--- src/hw/rtl/ipt_ram.sv ---
// Generic single-port-write, single-port-read RAM with a registered read.
module ipt_ram #(
	parameter int WIDTH = 8,
	parameter int DEPTH = 16
) (
	input logic clk,
	input logic wr_en,
	input logic [$clog2(DEPTH)-1:0] wr_addr,
	input logic [WIDTH-1:0] wr_data,
	input logic rd_en,
	input logic [$clog2(DEPTH)-1:0] rd_addr,
	output logic [WIDTH-1:0] rd_data
);

	logic [WIDTH-1:0] mem_q [DEPTH];
	logic [WIDTH-1:0] rd_data_q;

	always_ff @(posedge clk) begin
		if (wr_en) begin
			mem_q[wr_addr] <= wr_data;
		end
		if (rd_en) begin
			rd_data_q <= mem_q[rd_addr];
		end
	end

	assign rd_data = rd_data_q;

endmodule

--- config.mk ---
export PLATFORM = sky130hd
export DESIGN_NAME = ipt_ram
export DESIGN_NICKNAME = d
export VERILOG_FILES = /design/src/hw/rtl/ipt_ram.sv
export SDC_FILE = /design/constraint.sdc
export NUM_CORES = 1
export LEC_CHECK = 0
export CAP_MARGIN = 10
export CORE_ASPECT_RATIO = 0.8
export CORE_UTILIZATION = 35
export DETAILED_ROUTE_END_ITERATION = 16
export DONT_BUFFER_PORTS = 1
export HOLD_SLACK_MARGIN = 0.05
export PLACE_DENSITY = 0.56
export SYNTH_ARGS = -nofsm -noshare
export SYNTH_HDL_FRONTEND = slang
export SYNTH_SLANG_ARGS = --single-unit
--- constraint.sdc ---
create_clock -name clk -period 3.76 [get_ports clk]
set_input_delay 0.376 -clock clk [delete_from_list [all_inputs] [get_ports clk]]
set_output_delay 0.376 -clock clk [all_outputs]
set_load 0.005 [all_outputs]
==> summary by stage <==
Logic synthesis
For this run, the leading register cell type out of synthesis is sky130_fd_sc_hd__edfxtp_1. After synthesis, the largest area contributor takes up 78.1% of total cell area. The cell type contributing the most total cell area after synthesis is sky130_fd_sc_hd__edfxtp_1. The post-synthesis cell area is 5230 um^2. Counting every net in the synthesized netlist gives 248. Dividing the synthesized area by the synthesized cell count gives 22.8 um^2. Counting flops with an async set or reset pin after synthesis yields a share of 0%.

Yosys attributes the largest share of cell area to sky130_fd_sc_hd__edfxtp_1, sky130_fd_sc_hd__mux4_2, sky130_fd_sc_hd__mux4_1. After synthesis the netlist holds a flip-flop and latch count of 136. Synthesis instantiated 18 different standard cells from the library. Sequential cells were found to cover 78.1% of the synthesized design area. The number of warning messages in the yosys log is 0. After technology mapping, the gate count stands at 229. The number of synthesized flops with an enable pin is 136.

Floorplan
The number of cell rows is 39. For this configuration, the core starts out at a cell density of 36.2%. The die span in y is 111 um. The number of primary I/O pins is 27. The floorplan step defined a die boundary enclosing 15400 um^2. The area of the placeable core is 14400 um^2. The die boundary width is 139 um.

Power and ir drop
The power density over the cells is 575 nW/um^2. VDD sags by at most 0.351 mV. The total power is 3520 uW. Summed over all cells, the static leakage comes to 0.00196 uW.

STA
Subtracting the final worst setup slack from the clock period gives 1.54 ns. Setup repair after global routing left no endpoint under its margin. The tightest slew margin relative to the limit is 27.8%. In the finished design, the share of the clock period the worst path needs comes to 41.0%. The minimum setup slack in the final design is 2.22 ns.

The aggregate negative setup slack is 0 ns. The final-report max-slew violation count is 0. The transition at the pin with the smallest max-transition slack is 1.07 ns. For the final database, setup skew stands at 0.00583 ns. The number of hold violations in the final report is 0. Setup violations remaining at the end of the flow were counted as 0. Derived from the worst setup path, the maximum achievable clock frequency is 0.649 GHz.

Worst setup path
In this design, the stage delay of the slowest critical-path cell is 0.57 ns. The type of origin of the critical path is a flip-flop. The critical path is of the reg -> reg type. The maximum net fanout on the critical path is 1.

STA puts the critical path data required time at 3.91 ns. Data arrives at the worst endpoint at 1.69 ns. The endpoint class of the critical path is a flip-flop.

Among all stages on the critical path, the largest delay is contributed by sky130_fd_sc_hd__mux4_1. The signal on the critical path passes through mux4_1, a22oi_1, nand2_1.

Worst hold path
The classification of the worst-slack hold path is in -> reg.

Clock network
Clock latency on the worst-skew pair, taken at its later pin, is 0.41 ns. The maximum buffer depth of the clock tree is 2. The maximum level of the CTS H-tree is 4. TritonCTS built the clock tree. The clock-pin transition on the worst setup and hold timing paths is 0.06 ns. TritonCTS created 17 clock buffers. In this run the post-CTS setup repair buffer count came out at 0. The root buffer cell chosen for the clock tree is sky130_fd_sc_hd__clkbuf_16. The number of clock sinks is 136.

Placed design
The placer's final routability congestion estimate is 0.667. The post-place setup slack is 1.76 ns. Detailed placement finished with a half-perimeter wire length of 6.46 mm. The count of buffers from port buffering is 0. The placed instances occupy a cell area of 5390 um^2.

GRT
Across every metal layer, demand over resource in global routing totals 15.4%. The initial antenna violation count came to 1. The global-route wire length before repair is 16.0 mm. The number of global-route vias before repair is 2447. For this run the aggregate overflow at the end of global routing stands at 0. The maximum number of pins on one net before global-route repair is 33.

Final layout
The area taken by multi-input logic gates is 1060 um^2. The library cells used most frequently in the layout, excluding fill and tap cells, are sky130_fd_sc_hd__edfxtp_1, sky130_fd_sc_hd__mux4_2, sky130_fd_sc_hd__clkbuf_16. After the last flow step, the layout net total stands at 273. The final standard cell utilization of the core is 42.4%. The number of antenna diodes in the final layout is 0.

Registers take 4080 um^2. The share of layout cells above drive strength 1 is 19.5%. The area overhead of the layout relative to synthesis is 17.2%. Leaving out fill and tap cells, the most frequent cell in the layout is sky130_fd_sc_hd__edfxtp_1. The finished cells cover 6130 um^2. The number of fillers in the final layout is 1265.

Routing
The routed design has 11.0 mm of wire. The wire length per cell after detailed routing is 24.4 um. For this run, design rule violations remaining after detail routing come to 3. The number of DRC violations after detailed-routing iteration 0 is 207. For this block, the via count after detailed routing is 2401. The first detailed-routing pass took 10 iterations. The via density per instance is 5.32. The number of antenna-violating nets in the routed design is 0.

Status
The final reports fail on design-rule violations. The flow ran to the end, but the final reports show violations.

Job
The tool flagged a number of max-cap violations equal to 0.
-- critical path: cells and delay by family, from the launching register on --
family | cells | cell delay (ns)
multiplexers | 1 | 0.57
flip-flops | 1 | 0.38
AO/OA/AOI/OAI | 1 | 0.25
AND/OR/NAND/NOR | 1 | 0.09
-- metal layers --
layer	routed length (um)	global-route usage (%)	up-vias
met5	0	0	-
met4	71	6.00	0
met3	561	3.71	6
met2	4810	21.3	79
met1	5560	23.3	1280
li1	-	-	1036
-- metrics by stage --
step                hold WS, ns  std cells
global placement          0.476        405
finish                   0.0775        451
floorplan                 0.475        229
global route             0.0526        451
CTS                      0.0554        449
detailed placement        0.476        405
-- synthesized netlist by cell type, types with 2 or more instances --
library cell and n:
sky130_fd_sc_hd__edfxtp_1 136, sky130_fd_sc_hd__mux4_2 18, sky130_fd_sc_hd__a22oi_1 16, sky130_fd_sc_hd__mux4_1 14
sky130_fd_sc_hd__nor2_1 13, sky130_fd_sc_hd__nand2_1 9, sky130_fd_sc_hd__nor3_1 4, sky130_fd_sc_hd__buf_2 3
sky130_fd_sc_hd__buf_6 3, sky130_fd_sc_hd__clkdlybuf4s25_2 3, sky130_fd_sc_hd__nand2b_1 2, sky130_fd_sc_hd__nand3b_1 2
-- worst paths after layout --
| check | from | endpoint | slack (ns) | cells after the start |
|---|---|---|---|---|
| min reg2reg | mem_q[10][6] | rd_data[6] | 0.76 | 3 |
| max | mem_q[4][2] | rd_data[2] | 2.22 | 3 |
| max reg2reg | mem_q[4][2] | rd_data[2] | 2.22 | 3 |
| min | rd_en | rd_data[2] | 0.08 | 0 |
-- layout make-up --
type | count | area share, %
clock buffer | 18 | 7.00
tap | 184 | 3.76
multi-input combinational | 83 | 17.3
sequential | 136 | 66.7
clock inverter | 14 | 2.84
timing repair buffer | 16 | 2.49
-- kinds of logic (layout without fill, tap and decap cells) --
family                 after synthesis  in the layout  share of synthesized area (%)
muxes                               32             32                           14.8
DFF                                136            136                           78.1
buffers and inverters               10             48                           1.65
AOI/OAI and AO/OA                   16             16                           2.30
and+or+nand+nor                     35             35                           3.14
-- power breakdown --
part / switching [uW] / internal (uW) / leakage [uW]
sequential: 9.57 / 1710 / 0.00124
combinational: 73.8 / 57.7 / 0.000439
clock: 624 / 1050 / 0.000285
total: 707 / 2810 / 0.00196
-- registers in the layout, indices dropped and copies added, names as in the netlist --
| name | cells |
|---|---|
| rd_data | 8 |
| mem_q | 128 |
-- timing repair --
action	CTS	global route
resized for setup	0	0
endpoints found under the hold margin	120	3
hold buffers	12	1
Power figures use the tool's default switching activity.
