**src/hw/rtl/ipt_pkg.sv**
```systemverilog
// Shared types, codes and default sizes of the IPv4 prefix trie.
package ipt_pkg;

	localparam int NODE_COUNT_DEF = 1024;
	localparam int VALUE_BITS_DEF = 16;
	localparam int ADDR_BITS = 32;
	localparam int PLEN_BITS = 6;
	localparam int ENTRY_BITS = 16;
	localparam int MAX_DEPTH = 32;

	localparam logic OP_LOOKUP = 1'b0;
	localparam logic OP_INSERT = 1'b1;

	localparam logic [1:0] ST_OK = 2'd0;
	localparam logic [1:0] ST_MISS = 2'd1;
	localparam logic [1:0] ST_FULL = 2'd2;

	typedef struct packed {
		logic opcode;
		logic [ADDR_BITS-1:0] address;
		logic [PLEN_BITS-1:0] prefix_len;
		logic [ENTRY_BITS-1:0] entry_value;
	} cmd_t;

	typedef struct packed {
		logic [1:0] status;
		logic [ENTRY_BITS-1:0] found_value;
	} rsp_t;

endpackage

```
**src/hw/rtl/ipt_walk.sv**
```systemverilog
// Trie walk engine: lookup and insert sequencer driving the node RAM.
module ipt_walk #(
	parameter int NODE_COUNT = ipt_pkg::NODE_COUNT_DEF,
	parameter int VALUE_BITS = ipt_pkg::VALUE_BITS_DEF
) (
	input logic clk,
	input logic arst_n,
	input logic cmd_valid,
	output logic cmd_ready,
	input ipt_pkg::cmd_t cmd,
	output logic done,
	input logic res_free,
	output ipt_pkg::rsp_t res,
	output logic mem_wr_en,
	output logic [$clog2(NODE_COUNT)-1:0] mem_wr_addr,
	output logic [2*$clog2(NODE_COUNT)+VALUE_BITS:0] mem_wr_data,
	output logic mem_rd_en,
	output logic [$clog2(NODE_COUNT)-1:0] mem_rd_addr,
	input logic [2*$clog2(NODE_COUNT)+VALUE_BITS:0] mem_rd_data
);

	import ipt_pkg::*;

	localparam int IW = $clog2(NODE_COUNT);
	localparam int NODE_W = 2 * IW + VALUE_BITS + 1;
	localparam int NFW = $clog2(NODE_COUNT + 1);
	localparam int CW = NFW + PLEN_BITS + 1;

	localparam logic [1:0] S_IDLE = 2'd0;
	localparam logic [1:0] S_RD = 2'd1;
	localparam logic [1:0] S_BUILD = 2'd2;
	localparam logic [1:0] S_DONE = 2'd3;

	typedef struct packed {
		logic valid;
		logic [VALUE_BITS-1:0] value;
		logic [IW-1:0] right;
		logic [IW-1:0] left;
	} node_t;

	logic [1:0] state_q, state_d;
	logic [NFW-1:0] nf_q, nf_d;
	logic root_ok_q, root_ok_d;
	logic op_q, op_d;
	logic [ADDR_BITS-1:0] addr_q, addr_d;
	logic [PLEN_BITS-1:0] plen_q, plen_d;
	logic [VALUE_BITS-1:0] val_q, val_d;
	logic [PLEN_BITS-1:0] depth_q, depth_d;
	logic [IW-1:0] idx_q, idx_d;
	node_t node_q, node_d;
	rsp_t res_q, res_d;

	node_t rd_node, wr_node;
	logic [IW-1:0] child;
	logic [VALUE_BITS-1:0] cmd_val;
	logic [ENTRY_BITS-1:0] hit_value;
	logic [CW-1:0] need, room;
	logic full;

	generate
		if (VALUE_BITS <= ENTRY_BITS) begin : g_narrow
			assign cmd_val = cmd.entry_value[VALUE_BITS-1:0];
			assign hit_value = ENTRY_BITS'(rd_node.value);
		end else begin : g_wide
			assign cmd_val = VALUE_BITS'(cmd.entry_value);
			assign hit_value = rd_node.value[ENTRY_BITS-1:0];
		end
	endgenerate

	assign rd_node = (idx_q == '0 && !root_ok_q) ? node_t'('0) : node_t'(mem_rd_data);
	assign child = addr_q[ADDR_BITS-1] ? rd_node.right : rd_node.left;
	assign need = CW'(plen_q) - CW'(depth_q);
	assign room = CW'(NODE_COUNT) - CW'(nf_q);
	assign full = (CW'(nf_q) > CW'(NODE_COUNT)) || (need > room);

	assign cmd_ready = (state_q == S_IDLE);
	assign done = (state_q == S_DONE);
	assign res = res_q;
	assign mem_wr_data = NODE_W'(wr_node);

	always_comb begin
		state_d = state_q;
		nf_d = nf_q;
		root_ok_d = root_ok_q;
		op_d = op_q;
		addr_d = addr_q;
		plen_d = plen_q;
		val_d = val_q;
		depth_d = depth_q;
		idx_d = idx_q;
		node_d = node_q;
		res_d = res_q;
		mem_rd_en = 1'b0;
		mem_rd_addr = '0;
		mem_wr_en = 1'b0;
		mem_wr_addr = idx_q;
		wr_node = node_q;

		unique case (state_q)
			S_IDLE: begin
				if (cmd_valid) begin
					op_d = cmd.opcode;
					addr_d = cmd.address;
					plen_d = (cmd.prefix_len > PLEN_BITS'(MAX_DEPTH)) ?
						PLEN_BITS'(MAX_DEPTH) : cmd.prefix_len;
					val_d = cmd_val;
					depth_d = '0;
					idx_d = '0;
					mem_rd_en = 1'b1;
					mem_rd_addr = '0;
					state_d = S_RD;
				end
			end
			S_RD: begin
				if (op_q == OP_LOOKUP) begin
					if (rd_node.valid) begin
						res_d.status = ST_OK;
						res_d.found_value = hit_value;
						state_d = S_DONE;
					end else if (depth_q == PLEN_BITS'(MAX_DEPTH) || child == '0) begin
						res_d.status = ST_MISS;
						res_d.found_value = '0;
						state_d = S_DONE;
					end else begin
						mem_rd_en = 1'b1;
						mem_rd_addr = child;
						idx_d = child;
						depth_d = depth_q + 1'b1;
						addr_d = addr_q << 1;
					end
				end else begin
					if (depth_q < plen_q && child != '0) begin
						mem_rd_en = 1'b1;
						mem_rd_addr = child;
						idx_d = child;
						depth_d = depth_q + 1'b1;
						addr_d = addr_q << 1;
					end else if (full) begin
						res_d.status = ST_FULL;
						res_d.found_value = '0;
						state_d = S_DONE;
					end else begin
						node_d = rd_node;
						state_d = S_BUILD;
					end
				end
			end
			S_BUILD: begin
				mem_wr_en = 1'b1;
				if (idx_q == '0) begin
					root_ok_d = 1'b1;
				end
				if (depth_q < plen_q) begin
					if (addr_q[ADDR_BITS-1]) begin
						wr_node.right = nf_q[IW-1:0];
					end else begin
						wr_node.left = nf_q[IW-1:0];
					end
					node_d = '0;
					idx_d = nf_q[IW-1:0];
					nf_d = nf_q + 1'b1;
					depth_d = depth_q + 1'b1;
					addr_d = addr_q << 1;
				end else begin
					wr_node.valid = 1'b1;
					wr_node.value = val_q;
					res_d.status = ST_OK;
					res_d.found_value = '0;
					state_d = S_DONE;
				end
			end
			S_DONE: begin
				if (res_free) begin
					state_d = S_IDLE;
				end
			end
			default: begin
				state_d = S_IDLE;
			end
		endcase
	end

	always_ff @(posedge clk or negedge arst_n) begin
		if (!arst_n) begin
			state_q <= S_IDLE;
			nf_q <= NFW'(1);
			root_ok_q <= 1'b0;
		end else begin
			state_q <= state_d;
			nf_q <= nf_d;
			root_ok_q <= root_ok_d;
		end
	end

	always_ff @(posedge clk) begin
		op_q <= op_d;
		addr_q <= addr_d;
		plen_q <= plen_d;
		val_q <= val_d;
		depth_q <= depth_d;
		idx_q <= idx_d;
		node_q <= node_d;
		res_q <= res_d;
	end

endmodule

```
**config.mk**
```make
export PLATFORM = sky130hd
export DESIGN_NAME = ipt_walk
export DESIGN_NICKNAME = d
export VERILOG_FILES = /design/src/hw/rtl/ipt_pkg.sv /design/src/hw/rtl/ipt_walk.sv
export SDC_FILE = /design/constraint.sdc
export NUM_CORES = 1
export LEC_CHECK = 0
export ABC_AREA = 0
export BUFFER_PORTS_ARGS = -buffer_cell sky130_fd_sc_hd__buf_2
export CAP_MARGIN = 30
export CORE_ASPECT_RATIO = 1.1
export CORE_UTILIZATION = 50
export DETAILED_ROUTE_END_ITERATION = 6
export GPL_ROUTABILITY_DRIVEN = 1
export PLACE_DENSITY = 0.75
export SETUP_SLACK_MARGIN = 0.1
export SYNTH_ARGS = -nofsm -noshare
export SYNTH_HDL_FRONTEND = slang
export SYNTH_SLANG_ARGS = --single-unit
```
**constraint.sdc**
```tcl
create_clock -name clk -period 7.1 [get_ports clk]
set_clock_uncertainty 0.2 [all_clocks]
set_input_delay 0.355 -clock clk [delete_from_list [all_inputs] [get_ports clk]]
set_output_delay 0.355 -clock clk [all_outputs]
set_load 0.05 [all_outputs]
```
==> impl_metrics.toml <==
[status]
result_of_the_run = "finished, final reports clean"

[global_route]
grt_max_degree = 43
track_usage = 0.253
antenna_violations_before_repair = 0
grt_pass1_vias = 5259
grt_pass1_wl_um = 27500
overflow = 0

[yosys]
syn-cell-area_sq_mm = 0.00718
yosysSeqAreaShare = 0.576
ys_ff_latch = 140
ys.flop_type = "sky130_fd_sc_hd__edfxtp_1"
asyncSetResetFlopFracSynth = 0.100
netlist.top_cell.by_area = "sky130_fd_sc_hd__edfxtp_1"
synthesis.yosys.warnings = 0
synth_unique_cells = 60
synthesis.nets = 675
netlist_top_cells_area = "sky130_fd_sc_hd__edfxtp_1 53%, sky130_fd_sc_hd__mux2_2 9.9%, sky130_fd_sc_hd__ha_1 4.7%"
syn-instance-count = 551
netlist.area_leader.share = 0.527
avgSynthCellArea_sq_um = 13.0
synth_enable_flop_cells = 126

[sta]
final.setup.worst_slack_ns = 2.19
finalCritPeriodShare = 0.691
timing.final.setup_violations = 0
hold_viol_final = 0
grt_setup_unrepaired = "no"
fmax_mhz = 204
report.final.slew_viol_count = 0
timing.slew.headroom = 0.318
worst-slew-pin-transition_ns = 1.02
final.min_clock_period_ns = 4.91
setup-tns-final_ns = 0

[worst_hold_path]
hold-path-cell-count = 2
timing.hold.worst.class = "in -> reg"
hp-start = "cmd[22]"
worstHoldEndpoint = "addr_q[0]"

[power]
power.combinational.fraction = 0.509
sequential_fraction_of_design_power = 0.315
worst_ir_drop_vdd_mv = 0.365
leakagePower_nw = 3.79
sw_pwr_mw = 2.24
p_clk_frac = 0.175
switching_portion_of_total_power = 0.447
power_per_unit_of_standard_cell_area_mw_per_mm2 = 556
p_int_mw = 2.77

[layout]
num-nets-final = 863
area_of_all_sequential_standard_cells_sq_mm = 0.00414
final-instance-count-excl-fill = 940
area_of_the_multi_input_gates_sq_mm = 0.00285
fraction_of_final_layout_cells_with_drive_strength_greater_than_1 = 0.383
area_added_between_synthesis_and_finish_pct = 25.5
final_cell_mix = "174 x sky130_fd_sc_hd__buf_2, 126 x sky130_fd_sc_hd__edfxtp_1, 63 x sky130_fd_sc_hd__mux2_2"
num-fill-cells = 1091
layout_commonest_cell = "sky130_fd_sc_hd__buf_2"
layout.cell_area.non_filler_sq_mm = 0.00901
total_inserted_antenna_cells = 0

[placement]
finalWeightedCongestion = 0.967
detailedPlacementHpwl_um = 12700
dp_cells = 889
placement.setup.worst_slack_ns = 2.25
port_buffers = 174
placedInstanceArea_sq_mm = 0.00823

[detailed_routing]
routed_wl_um = 18100
avgViaCountPerCell = 5.58
post-route-drc-count = 0
detailroute.via_count = 5243
antenna_left = 0
dr.pass1.iters = 5
dr.first_iter.drc_count = 436
routed_wire_length_per_instance_um = 19.3

[floorplanning]
die-width_um = 116
row_count = 45
floorplan.io_pins = 175
core_area_sq_mm = 0.0139
design.die.area_sq_mm = 0.0148
start_util = 0.516
die_y_um = 128

[worst_setup_path]
worst_ep_required_time_ns = 6.95
crit_type = "reg -> reg"
crit_path_start_kind = "flip-flop"
crit-reg2reg-capture = "res[7]"
r2r_cells = 14
critPathArrivalTime_ns = 4.75
regToRegStartpoint = "depth_q[0]"
cp_max_fo = 18
slack_of_the_worst_reg_to_reg_path_ns = 2.19
endpoint_kind = "flip-flop"

[clocking]
cts_repair_resize_count = 0
clk-insertion-delay-late_ns = 0.42
clk_transition_reported_paths_ns = 0.06
cts_buf_count = 17
clock_tree_from_tritoncts = "done"
cts.sink_count = 140
ctsRootBufferMaster = "sky130_fd_sc_hd__clkbuf_16"
cts-htree-levels = 4
cts.path.max_buffers = 2

[flow_run]
timing.max_cap.violations = 0
[critical path, cell delays in order (launching register included)]
cell	delay, ns
sky130_fd_sc_hd__edfxtp_1	0.42
sky130_fd_sc_hd__ha_1	0.19
sky130_fd_sc_hd__inv_1	0.06
sky130_fd_sc_hd__fa_1	0.41
sky130_fd_sc_hd__a21o_1	0.17
sky130_fd_sc_hd__a21oi_1	0.24
sky130_fd_sc_hd__o21bai_1	0.10
sky130_fd_sc_hd__a21oi_1	0.49
sky130_fd_sc_hd__ha_1	0.28
sky130_fd_sc_hd__nand4_1	0.15
sky130_fd_sc_hd__or2_0	0.24
sky130_fd_sc_hd__a2111oi_0	0.61
sky130_fd_sc_hd__o31ai_2	0.15
sky130_fd_sc_hd__o21ai_0	0.10
sky130_fd_sc_hd__and3_1	0.72
[what timing repair did]
item / in CTS / in global routing
endpoints found under the hold margin: 32 / 0
buffers inserted: 0 / 0
hold buffers: 19 / 0
[area by class of cell]
cell class                      instances  area share
Tap cell                              188      0.0261
Clock buffer                           18      0.0476
Multi-Input combinational cell        361       0.317
Timing Repair Buffer                  198       0.124
Sequential cell                       140       0.459
Clock inverter                         14      0.0178
Inverter                               21     0.00875
[state kept, by name, summed over array words and instances, names as in the netlist]
register	flops
node_q	37
addr_q	32
res	18
val_q	16
nf_q	11
mem_wr_addr	10
depth_q	6
plen_q	6
state_q	2
op_q	1
root_ok_q	1
[synthesized netlist by cell type, types with 2 or more instances]
master                     count
sky130_fd_sc_hd__a21oi_1       7
sky130_fd_sc_hd__and2_1       31
sky130_fd_sc_hd__and3_1       39
sky130_fd_sc_hd__buf_1         4
sky130_fd_sc_hd__buf_2         4
sky130_fd_sc_hd__buf_6         3
sky130_fd_sc_hd__clkbuf_1     18
sky130_fd_sc_hd__dfrtp_1      13
sky130_fd_sc_hd__edfxtp_1    126
sky130_fd_sc_hd__ha_1         27
sky130_fd_sc_hd__inv_1        21
sky130_fd_sc_hd__mux2_2       63
sky130_fd_sc_hd__mux2i_1      11
sky130_fd_sc_hd__nand2_1      29
sky130_fd_sc_hd__nand2b_1      2
sky130_fd_sc_hd__nand3_1       7
sky130_fd_sc_hd__nand4_1       6
sky130_fd_sc_hd__nor2_1       27
sky130_fd_sc_hd__nor2b_1      11
sky130_fd_sc_hd__nor3_1       10
sky130_fd_sc_hd__nor4_1        5
sky130_fd_sc_hd__nor4_2        2
sky130_fd_sc_hd__o21a_1        4
sky130_fd_sc_hd__o21ai_0      15
sky130_fd_sc_hd__o22ai_1       5
sky130_fd_sc_hd__o31ai_2       2
sky130_fd_sc_hd__or4_1         2
sky130_fd_sc_hd__xnor2_1      20
sky130_fd_sc_hd__xor2_1        6
[worst max path at each step]
stage	startpoint	endpoint	cells past startpoint
2_1_floorplan	depth_q[0]	node_q[0]	14
3_3_place_gp	depth_q[0]	res[2]	14
3_5_place_dp	depth_q[0]	res[0]	14
4_1_cts	depth_q[0]	res[7]	14
5_1_grt	depth_q[0]	res[7]	14
6_report	depth_q[0]	res[7]	14
[power by group through the flow]
stage / Combinational [mW] / Sequential, mW / Clock [mW]
after global routing: 2.74 / 1.61 / 0.922
after CTS: 2.56 / 1.58 / 0.888
after global placement: 2.44 / 1.58 / 0
after detailed placement: 2.53 / 1.59 / 0
final: 2.55 / 1.58 / 0.877
after floorplan: 1.69 / 1.82 / 0
[cells by family after synthesis]
kind of cell	share of synthesized area
buf+inv	0.0300
simple gates	0.144
compound gates	0.0526
xor+xnor	0.0317
fa+ha+maj	0.0498
flops	0.576
mux	0.116
[per-layer routing]
layer  GRT usage  vias up  share of wire
met1       0.299     2529           0.40
met4       0.160        0          0.050
met5           0        -              0
li1            -     2415              -
met3      0.0686       58          0.067
met2       0.406      241           0.48
[per-stage QoR]
stage | utilization | total power [mW] | hold slack, ns
floorplan | - | 3.52 | -0.141
global placement | 0.590 | 4.01 | 0.0881
detailed placement | 0.592 | 4.12 | 0.0992
CTS | 0.648 | 5.02 | 0.00797
global route | 0.648 | 5.27 | 0.0204
finish | 0.648 | 5.01 | 0.0183
Power figures use the tool's default switching activity.
